[config.mk]
export PLATFORM = sky130hd
export DESIGN_NAME = tag_text_to_utf8_top
export DESIGN_NICKNAME = d
export VERILOG_FILES = /design/src/rtl/core/tt8_pkg.sv /design/src/rtl/core/tag_text_to_utf8_top.sv /design/src/rtl/core/tt8_ram.sv
export SDC_FILE = /design/constraint.sdc
export NUM_CORES = 2
export LEC_CHECK = 0
export BUFFER_PORTS_ARGS = -buffer_cell sky130_fd_sc_hd__buf_4
export CORE_AREA = 2 2 563 565
export CTS_CLUSTER_DIAMETER = 120
export DETAILED_ROUTE_END_ITERATION = 10
export DIE_AREA = 0 0 565 567
export PLACE_DENSITY_LB_ADDON = 0.08
export RECOVER_POWER = 50
export SYNTH_ARGS = -nofsm -noshare
export SYNTH_HDL_FRONTEND = slang
export SYNTH_SLANG_ARGS = --single-unit
[constraint.sdc]
create_clock -name i_clk -period 13.88 [get_ports i_clk]
set_input_delay 2.776 -clock i_clk [delete_from_list [all_inputs] [get_ports i_clk]]
set_output_delay 2.776 -clock i_clk [all_outputs]
set_load 0.03 [all_outputs]
[src/rtl/core/tt8_pkg.sv]
// ----------------------------------------------------------------------------
// tt8_pkg: shared types and helpers for the tag text transcoder
// Payload structs, sequencer states, buffer sizes and the UTF-8 encoder.
// ----------------------------------------------------------------------------
package tt8_pkg;

    localparam int MAX_FIELD_BYTES = 256;
    localparam int MAX_OUT_BYTES   = 64;
    localparam int FA_W = $clog2(MAX_FIELD_BYTES);
    localparam int OA_W = $clog2(MAX_OUT_BYTES);
    localparam int FC_W = FA_W + 1;
    localparam int CAP_W = 7;

    // encoding codes
    localparam logic [1:0] ENC_SINGLE  = 2'd0;
    localparam logic [1:0] ENC_U16_BOM = 2'd1;
    localparam logic [1:0] ENC_U16_BE  = 2'd2;
    localparam logic [1:0] ENC_UTF8    = 2'd3;

    typedef struct packed {
        logic [7:0] in_byte;
        logic       byte_present;
        logic       last_byte;
        logic [1:0] encoding;
    } t_in_item;

    typedef struct packed {
        logic [7:0] out_byte;
        logic       byte_valid;
        logic       last_result;
        logic [5:0] total_length;
        logic       overflow;
    } t_result;

    typedef enum logic [3:0] {
        S_IDLE, S_START, S_BOM_F, S_BOM_G, S_DEC, S_FETCH, S_GOT, S_CP,
        S_PUT, S_TR_F, S_TR_G, S_EM_F, S_EM_G, S_EMPTY
    } t_state;

    typedef struct packed {
        logic [3:0][7:0] b;
        logic [2:0]      n;
    } t_enc;

    // control codes become a space
    function automatic logic [20:0] clean_cp(input logic [20:0] cp);
        return (cp < 21'h20 || cp == 21'h7F) ? 21'h20 : cp;
    endfunction

    // code point to UTF-8 bytes, b[0] first
    function automatic t_enc utf8_enc(input logic [20:0] cp);
        t_enc e;
        e.b = '0;
        if (cp < 21'h80) begin
            e.b[0] = cp[7:0];
            e.n = 3'd1;
        end else if (cp < 21'h800) begin
            e.b[0] = {3'b110, cp[10:6]};
            e.b[1] = {2'b10, cp[5:0]};
            e.n = 3'd2;
        end else if (cp < 21'h10000) begin
            e.b[0] = {4'b1110, cp[15:12]};
            e.b[1] = {2'b10, cp[11:6]};
            e.b[2] = {2'b10, cp[5:0]};
            e.n = 3'd3;
        end else begin
            e.b[0] = {5'b11110, cp[20:18]};
            e.b[1] = {2'b10, cp[17:12]};
            e.b[2] = {2'b10, cp[11:6]};
            e.b[3] = {2'b10, cp[5:0]};
            e.n = 3'd4;
        end
        return e;
    endfunction

endpackage

[src/rtl/core/tag_text_to_utf8_top.sv]
// ----------------------------------------------------------------------------
// tag_text_to_utf8_top: tag text field to bounded UTF-8 transcoder
// Buffers a field, then a byte-wide sequencer decodes, trims and emits it.
// ----------------------------------------------------------------------------
// Loading: one byte per cycle, busy stays low until the last item.
// Conversion: a setup state (plus BOM sniffing), then a fetch and a decode state
//   per field byte, dispatch and encode per character, a write per UTF-8 byte.
// Trim: read and test each byte from the end; emit: read and output each result.
// Results are strobed for one cycle each; the receiver cannot stall.
// Reset (synchronous, active low) clears the field state and sets capacity 64.
module tag_text_to_utf8_top (
    input  logic              i_clk,
    input  logic              i_rst_n,
    input  logic              start,
    output logic              busy,
    input  tt8_pkg::t_in_item i_item,
    output logic              o_result_valid,
    output tt8_pkg::t_result  o_result,
    input  logic              i_cfg_valid,
    output logic              o_cfg_ready,
    input  logic [6:0]        i_cfg_data
);
    import tt8_pkg::*;

    t_state r_state, n_state;
    logic [FC_W-1:0]  r_count, n_count, r_pos, n_pos;
    logic [8:0]       r_high, n_high;
    logic             r_cyr, n_cyr, r_dropped, n_dropped, r_le, n_le;
    logic [1:0]       r_enc, n_enc;
    logic [CAP_W-1:0] r_cap, n_cap, r_cape, n_cape, r_used, n_used;
    logic [OA_W-1:0]  r_j, n_j;
    logic [2:0]       r_k, n_k;
    logic [7:0]       r_a, n_a;
    logic [15:0]      r_hi, n_hi;
    logic [20:0]      r_cp, n_cp;
    t_enc             r_e, n_e;

    logic             accept;
    logic             f_we;
    logic [7:0]       f_rdata, res_rdata;
    logic             res_we;
    logic [OA_W-1:0]  res_raddr;
    logic [15:0]      unit;
    logic [2:0]       u8w;
    logic [20:0]      cp1;
    t_enc             enc;
    logic [FC_W:0]    pos_ext, cnt_ext;

    assign accept      = start && !busy;
    assign o_cfg_ready = 1'b1;
    assign f_we        = accept && i_item.byte_present && (r_count < FC_W'(MAX_FIELD_BYTES));

    tt8_ram #(.WIDTH(8), .DEPTH(MAX_FIELD_BYTES)) u_field (
        .i_clk(i_clk), .i_we(f_we), .i_waddr(r_count[FA_W-1:0]),
        .i_wdata(i_item.in_byte), .i_raddr(r_pos[FA_W-1:0]), .o_rdata(f_rdata)
    );

    tt8_ram #(.WIDTH(8), .DEPTH(MAX_OUT_BYTES)) u_result (
        .i_clk(i_clk), .i_we(res_we), .i_waddr(r_used[OA_W-1:0]),
        .i_wdata(r_e.b[r_k[1:0]]), .i_raddr(res_raddr), .o_rdata(res_rdata)
    );

    assign res_we    = (r_state == S_PUT) &&
                       ((r_k != 3'd0) || (r_used + CAP_W'(r_e.n) + 7'd1 <= r_cape));
    assign res_raddr = (r_state == S_TR_F) ? r_used[OA_W-1:0] - OA_W'(1) : r_j;

    // decode helpers
    assign unit    = r_le ? {f_rdata, r_a} : {r_a, f_rdata};
    assign pos_ext = {1'b0, r_pos};
    assign cnt_ext = {1'b0, r_count};
    assign u8w     = (f_rdata >= 8'hF0) ? 3'd4 : (f_rdata >= 8'hE0) ? 3'd3 :
                     (f_rdata >= 8'hC0) ? 3'd2 : 3'd1;
    assign enc     = utf8_enc(clean_cp(r_cp));

    // single-byte code point, CP1251 letters when the field qualifies
    always_comb begin
        cp1 = {13'd0, f_rdata};
        if (f_rdata >= 8'h80 && r_cyr && r_high >= 9'd4) begin
            if (f_rdata == 8'hA8)      cp1 = 21'h401;
            else if (f_rdata == 8'hB8) cp1 = 21'h451;
            else                       cp1 = 21'h350 + {13'd0, f_rdata};
        end
    end

    // next state and datapath
    always_comb begin
        n_state = r_state; n_count = r_count; n_pos = r_pos; n_high = r_high;
        n_cyr = r_cyr; n_dropped = r_dropped; n_le = r_le; n_enc = r_enc;
        n_cap = r_cap; n_cape = r_cape; n_used = r_used; n_j = r_j; n_k = r_k;
        n_a = r_a; n_hi = r_hi; n_cp = r_cp; n_e = r_e;

        if (i_cfg_valid && o_cfg_ready) begin
            n_cap = i_cfg_data;
        end

        case (r_state)
            S_IDLE: begin
                if (accept) begin
                    n_enc = i_item.encoding;
                    if (i_item.byte_present) begin
                        if (f_we) begin
                            n_count = r_count + FC_W'(1);
                            if (i_item.in_byte >= 8'h80) begin
                                if (!(i_item.in_byte == 8'hA8 || i_item.in_byte == 8'hB8 ||
                                      i_item.in_byte >= 8'hC0)) n_cyr = 1'b0;
                                if (r_high < 9'd511) n_high = r_high + 9'd1;
                            end
                        end else begin
                            n_dropped = 1'b1;
                        end
                    end
                    if (i_item.last_byte) n_state = S_START;
                end
            end
            S_START: begin
                n_cape = (r_cap > CAP_W'(MAX_OUT_BYTES)) ? CAP_W'(MAX_OUT_BYTES) : r_cap;
                n_used = '0;
                n_pos  = '0;
                n_k    = '0;
                n_le   = (r_enc != ENC_U16_BE);
                if (r_cap == '0 || r_count == '0) n_state = S_TR_F;
                else if (r_enc == ENC_U16_BOM && r_count >= FC_W'(2)) n_state = S_BOM_F;
                else n_state = S_DEC;
            end
            S_BOM_F: n_state = S_BOM_G;
            S_BOM_G: begin
                if (r_k == 3'd0) begin
                    n_a = f_rdata; n_pos = FC_W'(1); n_k = 3'd1; n_state = S_BOM_F;
                end else begin
                    n_pos = '0;
                    if (r_a == 8'hFF && f_rdata == 8'hFE) n_pos = FC_W'(2);
                    else if (r_a == 8'hFE && f_rdata == 8'hFF) begin
                        n_le = 1'b0; n_pos = FC_W'(2);
                    end else if (r_a == 8'h00 && f_rdata != 8'h00) n_le = 1'b0;
                    else if (r_a <= 8'h08 && f_rdata > 8'h08) n_le = 1'b0;
                    n_k = '0;
                    n_state = S_DEC;
                end
            end
            S_DEC: begin
                n_k = '0;
                if (r_enc == ENC_U16_BOM || r_enc == ENC_U16_BE)
                    n_state = (pos_ext + 10'd1 < cnt_ext) ? S_FETCH : S_TR_F;
                else
                    n_state = (r_pos < r_count) ? S_FETCH : S_TR_F;
            end
            S_FETCH: n_state = S_GOT;
            S_GOT: begin
                case (r_enc)
                    ENC_SINGLE: begin
                        if (f_rdata == 8'h00) n_state = S_TR_F;
                        else begin
                            n_cp = cp1; n_pos = r_pos + FC_W'(1); n_state = S_CP;
                        end
                    end
                    ENC_UTF8: begin
                        if (r_k == 3'd0) begin
                            if (f_rdata == 8'h00 ||
                                pos_ext + {7'd0, u8w} > cnt_ext) n_state = S_TR_F;
                            else if (u8w == 3'd1) begin
                                if (f_rdata >= 8'h80) n_state = S_TR_F;
                                else begin
                                    n_cp = {13'd0, f_rdata};
                                    n_pos = r_pos + FC_W'(1);
                                    n_state = S_CP;
                                end
                            end else begin
                                n_e.b[0] = f_rdata; n_e.n = u8w;
                                n_pos = r_pos + FC_W'(1); n_k = 3'd1;
                                n_state = S_FETCH;
                            end
                        end else begin
                            if (f_rdata[7:6] != 2'b10) n_state = S_TR_F;
                            else begin
                                n_e.b[r_k[1:0]] = f_rdata;
                                n_pos = r_pos + FC_W'(1);
                                if (r_k + 3'd1 == r_e.n) begin
                                    n_k = '0; n_state = S_PUT;
                                end else begin
                                    n_k = r_k + 3'd1; n_state = S_FETCH;
                                end
                            end
                        end
                    end
                    default: begin
                        // UTF-16: two bytes a unit, optional low surrogate
                        case (r_k)
                            3'd0, 3'd2: begin
                                n_a = f_rdata; n_pos = r_pos + FC_W'(1);
                                n_k = r_k + 3'd1; n_state = S_FETCH;
                            end
                            3'd1: begin
                                n_pos = r_pos + FC_W'(1);
                                if (unit == 16'h0) n_state = S_TR_F;
                                else if (unit >= 16'hD800 && unit <= 16'hDBFF &&
                                         pos_ext + 10'd2 < cnt_ext) begin
                                    n_hi = unit; n_k = 3'd2; n_state = S_FETCH;
                                end else begin
                                    n_cp = {5'd0, unit}; n_state = S_CP;
                                end
                            end
                            default: begin
                                if (unit >= 16'hDC00 && unit <= 16'hDFFF) begin
                                    n_cp = 21'h10000 + {1'b0, r_hi[9:0], unit[9:0]};
                                    n_pos = r_pos + FC_W'(1);
                                end else begin
                                    n_cp = {5'd0, r_hi};
                                    n_pos = r_pos - FC_W'(1);
                                end
                                n_state = S_CP;
                            end
                        endcase
                    end
                endcase
            end
            S_CP: begin
                n_k = '0;
                if (r_cp >= 21'hD800 && r_cp <= 21'hDFFF) n_state = S_DEC;
                else begin
                    n_e = enc; n_state = S_PUT;
                end
            end
            S_PUT: begin
                if (!res_we) n_state = S_TR_F;
                else begin
                    n_used = r_used + CAP_W'(1);
                    if (r_k + 3'd1 == r_e.n) n_state = S_DEC;
                    else n_k = r_k + 3'd1;
                end
            end
            S_TR_F: n_state = (r_used == '0) ? S_EMPTY : S_TR_G;
            S_TR_G: begin
                if (res_rdata == 8'h20 || res_rdata == 8'h09) begin
                    n_used = r_used - CAP_W'(1); n_state = S_TR_F;
                end else begin
                    n_j = '0; n_state = S_EM_F;
                end
            end
            S_EM_F: n_state = S_EM_G;
            S_EM_G: begin
                n_j = r_j + OA_W'(1);
                n_state = ({1'b0, r_j} + CAP_W'(1) == r_used) ? S_IDLE : S_EM_F;
            end
            S_EMPTY: n_state = S_IDLE;
            default: n_state = S_IDLE;
        endcase

        // field state returns to reset after the last result
        if (n_state == S_IDLE && r_state != S_IDLE) begin
            n_count = '0; n_high = '0; n_cyr = 1'b1; n_enc = ENC_SINGLE; n_dropped = 1'b0;
        end
    end

    // outputs
    always_comb begin
        busy = (r_state != S_IDLE);
        o_result_valid = 1'b0;
        o_result = '0;
        o_result.overflow = r_dropped;
        case (r_state)
            S_EM_G: begin
                o_result_valid = 1'b1;
                o_result.out_byte = res_rdata;
                o_result.byte_valid = 1'b1;
                o_result.last_result = ({1'b0, r_j} + CAP_W'(1) == r_used);
                o_result.total_length = r_used[5:0];
            end
            S_EMPTY: begin
                o_result_valid = 1'b1;
                o_result.last_result = 1'b1;
            end
            default: o_result_valid = 1'b0;
        endcase
    end

    always_ff @(posedge i_clk) begin
        if (!i_rst_n) begin
            r_state <= S_IDLE; r_count <= '0; r_high <= '0; r_cyr <= 1'b1;
            r_enc <= ENC_SINGLE; r_dropped <= 1'b0; r_cap <= CAP_W'(MAX_OUT_BYTES);
            r_used <= '0; r_j <= '0; r_k <= '0; r_pos <= '0;
        end else begin
            r_state <= n_state; r_count <= n_count; r_high <= n_high; r_cyr <= n_cyr;
            r_enc <= n_enc; r_dropped <= n_dropped; r_cap <= n_cap;
            r_used <= n_used; r_j <= n_j; r_k <= n_k; r_pos <= n_pos;
        end
    end

    always_ff @(posedge i_clk) begin
        r_cape <= n_cape; r_le <= n_le; r_a <= n_a; r_hi <= n_hi; r_cp <= n_cp; r_e <= n_e;
    end

    // checks
    a_res_busy: assert property (@(posedge i_clk) disable iff (!i_rst_n)
        o_result_valid |-> busy) else $error("result beat while idle");
    a_fit: assert property (@(posedge i_clk) disable iff (!i_rst_n)
        res_we |-> (r_used + 7'd1 < r_cape)) else $error("write past capacity");
    a_last_idle: assert property (@(posedge i_clk) disable iff (!i_rst_n)
        (o_result_valid && o_result.last_result) |=> !busy) else $error("no idle after last");
    a_cnt: assert property (@(posedge i_clk) disable iff (!i_rst_n)
        r_count <= FC_W'(MAX_FIELD_BYTES)) else $error("field count overrun");
endmodule

[src/rtl/core/tt8_ram.sv]
// ----------------------------------------------------------------------------
// tt8_ram: generic simple dual-port RAM
// One write port, one read port with registered read data.
// ----------------------------------------------------------------------------
module tt8_ram #(
    parameter int WIDTH = 8,
    parameter int DEPTH = 256
) (
    input  logic                     i_clk,
    input  logic                     i_we,
    input  logic [$clog2(DEPTH)-1:0] i_waddr,
    input  logic [WIDTH-1:0]         i_wdata,
    input  logic [$clog2(DEPTH)-1:0] i_raddr,
    output logic [WIDTH-1:0]         o_rdata
);
    logic [WIDTH-1:0] r_mem [DEPTH];
    logic [WIDTH-1:0] r_rdata;

    always_ff @(posedge i_clk) begin
        if (i_we) begin
            r_mem[i_waddr] <= i_wdata;
        end
        r_rdata <= r_mem[i_raddr];
    end

    assign o_rdata = r_rdata;
endmodule
==> impl_metrics.toml <==
[status]
status = "finished, violations left"
violations = "capacitance limit, slew limit"

[clock_tree]
htree_num_levels = 5
cts_root_buf = "clkbuf_16"
clockBufferDepth = 4
clock_latency_ps = 930
path_clk_slew_ps = 50
cts_hold_buf = 0
cts.repair.resized = 0
cts_sinks = 2722
cts_tree = "done"
cts_made_buffers = 308
post_cts_buffers = 0

[routing]
drtAntennaViolNets = 0
drc = 0
wl_per_cell_microns = 29.85
wirelength_microns = 306500
viasPerCell = 5.418
drtPass1Iterations = 5
dr.first_iter.drc_count = 5249
num_vias = 55630

[global_route]
use_met2 = 0.2994
grt_pass1_wl_microns = 434000
grt_use_met3 = 0.02313
grt_pass1_vias = 56970
grt_util_met1 = 0.2732
overflow = 0
grt_max_degree = 156
antenna_found_initial = 11
grt_usage = 0.1882
gr-max-usage-layer = "met2"

[logic_synthesis]
synth_area_sq_um = 109400
synth_top_area_share = 0.7267
synth_area_leader_cell = "edfxtp_1"
syn_avg_cell_area_sq_um = 18.99
synth_cells = 5763
synth-seq-cells = 2722
synthTopCellsByArea = "edfxtp_1 73%, mux4_2 12%, mux2i_1 2.4%, nor2_1 1.5%, dfxtp_1 1.4%"
synth-edff-count = 2648
ys_warn_count = 0
synth-main-ff-cell = "edfxtp_1"
yosysSeqAreaShare = 0.7402
syn-num-nets = 5866
synthArstFlopShare = 0
ys_types = 86

[worst_setup_path]
critPathMaxFanout = 84
reg2reg_slack_ps = 7170
crit_path_end_kind = "register"
critPathKind = "primary input to register"
critPathLaunchType = "primary input"
cp.buffers_inverters = 2
r2r_start = "r_pos[2]"
reg2reg_to = "r_count[4]"
reg2reg_depth = 11
critPathArrivalTime_ps = 9270
path_common_cell = "clkbuf_1"
critical-path-slowest-cell = "clkbuf_1"
crit_chain = "clkbuf_1 > clkbuf_1"
worstSetupStartpoint = "i_item[9]"
max_stage_delay_ps = 3120
required_ps = 13950
crit_family = "buffers and inverters"

[floorplan]
die_y_microns = 567
dieWidth_microns = 565
core_sq_um = 313900
die_area_sq_um = 320400
rows = 206
pin_count = 43
start_util = 0.3486

[timing]
fmax_ghz = 0.1086
fin_tns_setup_ps = 0
slew_headroom = -3.406
maxSlewViolCount = 2111
clock_skew_ps = 67.22
hold_violations = 0
fin_crit_sh = 0.6633
worst_slew_pin_slew_ps = 6608
period_minus_slack_ps = 9207
layout_setup_ws_ps = 4673
rsz0062_at_grt = "no"
setup_viol = 0

[hold_path]
worstHoldPathCells = 2
hp-class = "register to register"
min_to = "r_cap[1]"
min_from = "r_cap[1]"

[layout]
areaGrowthSynthToFinish_pct = 13.53
drive_above_1_share = 0.1926
final_cells = 10270
final_util = 0.3957
fin_nets = 5966

[placement]
pre_cts_ws_ps = 7317
dp_hpwl_microns = 183800
place_inst = 9713
io_buffers = 41
gp_congestion = 0.7974

[pwr]
ir_drop_mv = 0.09887
p_per_area_nw_per_um2 = 172.9
cellLeakagePower_uw = 0.03941

[job]
max-cap-violations = 32
## how the worst max path moves through the flow
stage / end / slack [ps] / cells past startpoint
2_1_floorplan: o_result[10] / 9160 / 7
3_3_place_gp: u_field.r_mem[229][7] / 7350 / 5
3_5_place_dp: u_field.r_mem[192][3] / 7320 / 5
4_1_cts: o_result[6] / 7750 / 5
5_1_grt: u_field.r_mem[161][5] / 3950 / 2
6_report: u_field.r_mem[0][5] / 4670 / 2
## routing by layer
layer / share of wire / wire, microns / up-vias
met1: 0.45 / 139300 / 29780
li1: - / - / 23920
met4: 0.026 / 7830 / 2
met2: 0.47 / 144900 / 1515
met3: 0.047 / 14520 / 420
met5: 0.000036 / 11 / -
## sequential cells by signal, summed over array words and instances (netlist names), 8 cells and up
signal            cells
u_field.o_rdata       8
r_count               9
r_high                9
u_field.r_mem      2048
r_e                  35
r_cp                 21
u_result.o_rdata      8
r_a                   8
r_pos                 9
r_hi                 16
u_result.r_mem      512
## synth_stat cells (all sizes together), types with 37 or more instances
| cell | count |
|---|---|
| a31oi | 37 |
| nor3 | 46 |
| edfxtp | 2648 |
| ha | 77 |
| nor2 | 448 |
| a22o | 70 |
| mux4 | 584 |
| inv | 60 |
| buf | 125 |
| nand3 | 79 |
| a22oi | 139 |
| clkbuf | 233 |
| o21ai | 70 |
| o22ai | 63 |
| a221oi | 68 |
| a21oi | 132 |
| dfxtp | 74 |
| nand2 | 152 |
| mux2i | 258 |
## layout make-up
class	instances	area, sq um
antenna	1	2.502
multi-input combinational	2623	26840
sequential	2722	81010
timing repair buffer	148	1071
inverter	60	225.2
tap	4160	5205
clock buffer	381	8138
clock inverter	173	1740
fill	28310	189700
## metrics by stage
stage               hold slack (ps)  power [uW]  cell area [sq um]
global placement              523.4       13710             114600
floorplan                     429.1       12150             109400
finish                        544.4       21480             124200
global route                  573.7       22260             124200
detailed placement            532.0       13710             114600
CTS                           546.6       21740             124500
## power by group
| part | total, uW | internal, uW | switching (uW) |
|---|---|---|---|
| Combinational | 4090 | 1640 | 2450 |
| Sequential | 9390 | 9230 | 162 |
| Clock | 8000 | 4620 | 3380 |
| Total | 21500 | 15500 | 5990 |
## cells by family (layout without fill, tap and decap cells)
family / count (synthesis) / count (layout) / synth area share
fa+ha+maj: 80 / 80 / 0.009353
simple gates: 902 / 902 / 0.03728
compound gates: 721 / 721 / 0.04681
mux: 854 / 854 / 0.1451
xor+xnor: 65 / 65 / 0.005340
other cells: 1 / 2 / 0.00003427
buf+inv: 418 / 762 / 0.01589
flops: 2722 / 2722 / 0.7402
## cell usage in the layout (no fill, tap or decap), drive strengths merged, types with 18 or more instances in the layout
| master | synthesis | routed |
|---|---|---|
| mux4 | 584 | 584 |
| a22o | 70 | 70 |
| clkinv | 0 | 130 |
| nand4 | 27 | 27 |
| a31oi | 37 | 37 |
| ha | 77 | 77 |
| buf | 125 | 104 |
| a21oi | 132 | 132 |
| nand3 | 79 | 79 |
| inv | 60 | 69 |
| and2 | 26 | 26 |
| nand2 | 152 | 152 |
| a22oi | 139 | 139 |
| dfxtp | 74 | 74 |
| xor2 | 32 | 32 |
| mux2i | 258 | 258 |
| a221oi | 68 | 68 |
| edfxtp | 2648 | 2648 |
| nor3 | 46 | 46 |
| o221ai | 26 | 26 |
| clkbuf | 233 | 425 |
| bufinv | 0 | 23 |
| nor2b | 21 | 21 |
| or4 | 18 | 18 |
| o21ai | 70 | 70 |
| xnor2 | 32 | 32 |
| nor2 | 448 | 448 |
| o22ai | 63 | 63 |
Power figures use the tool's default switching activity.
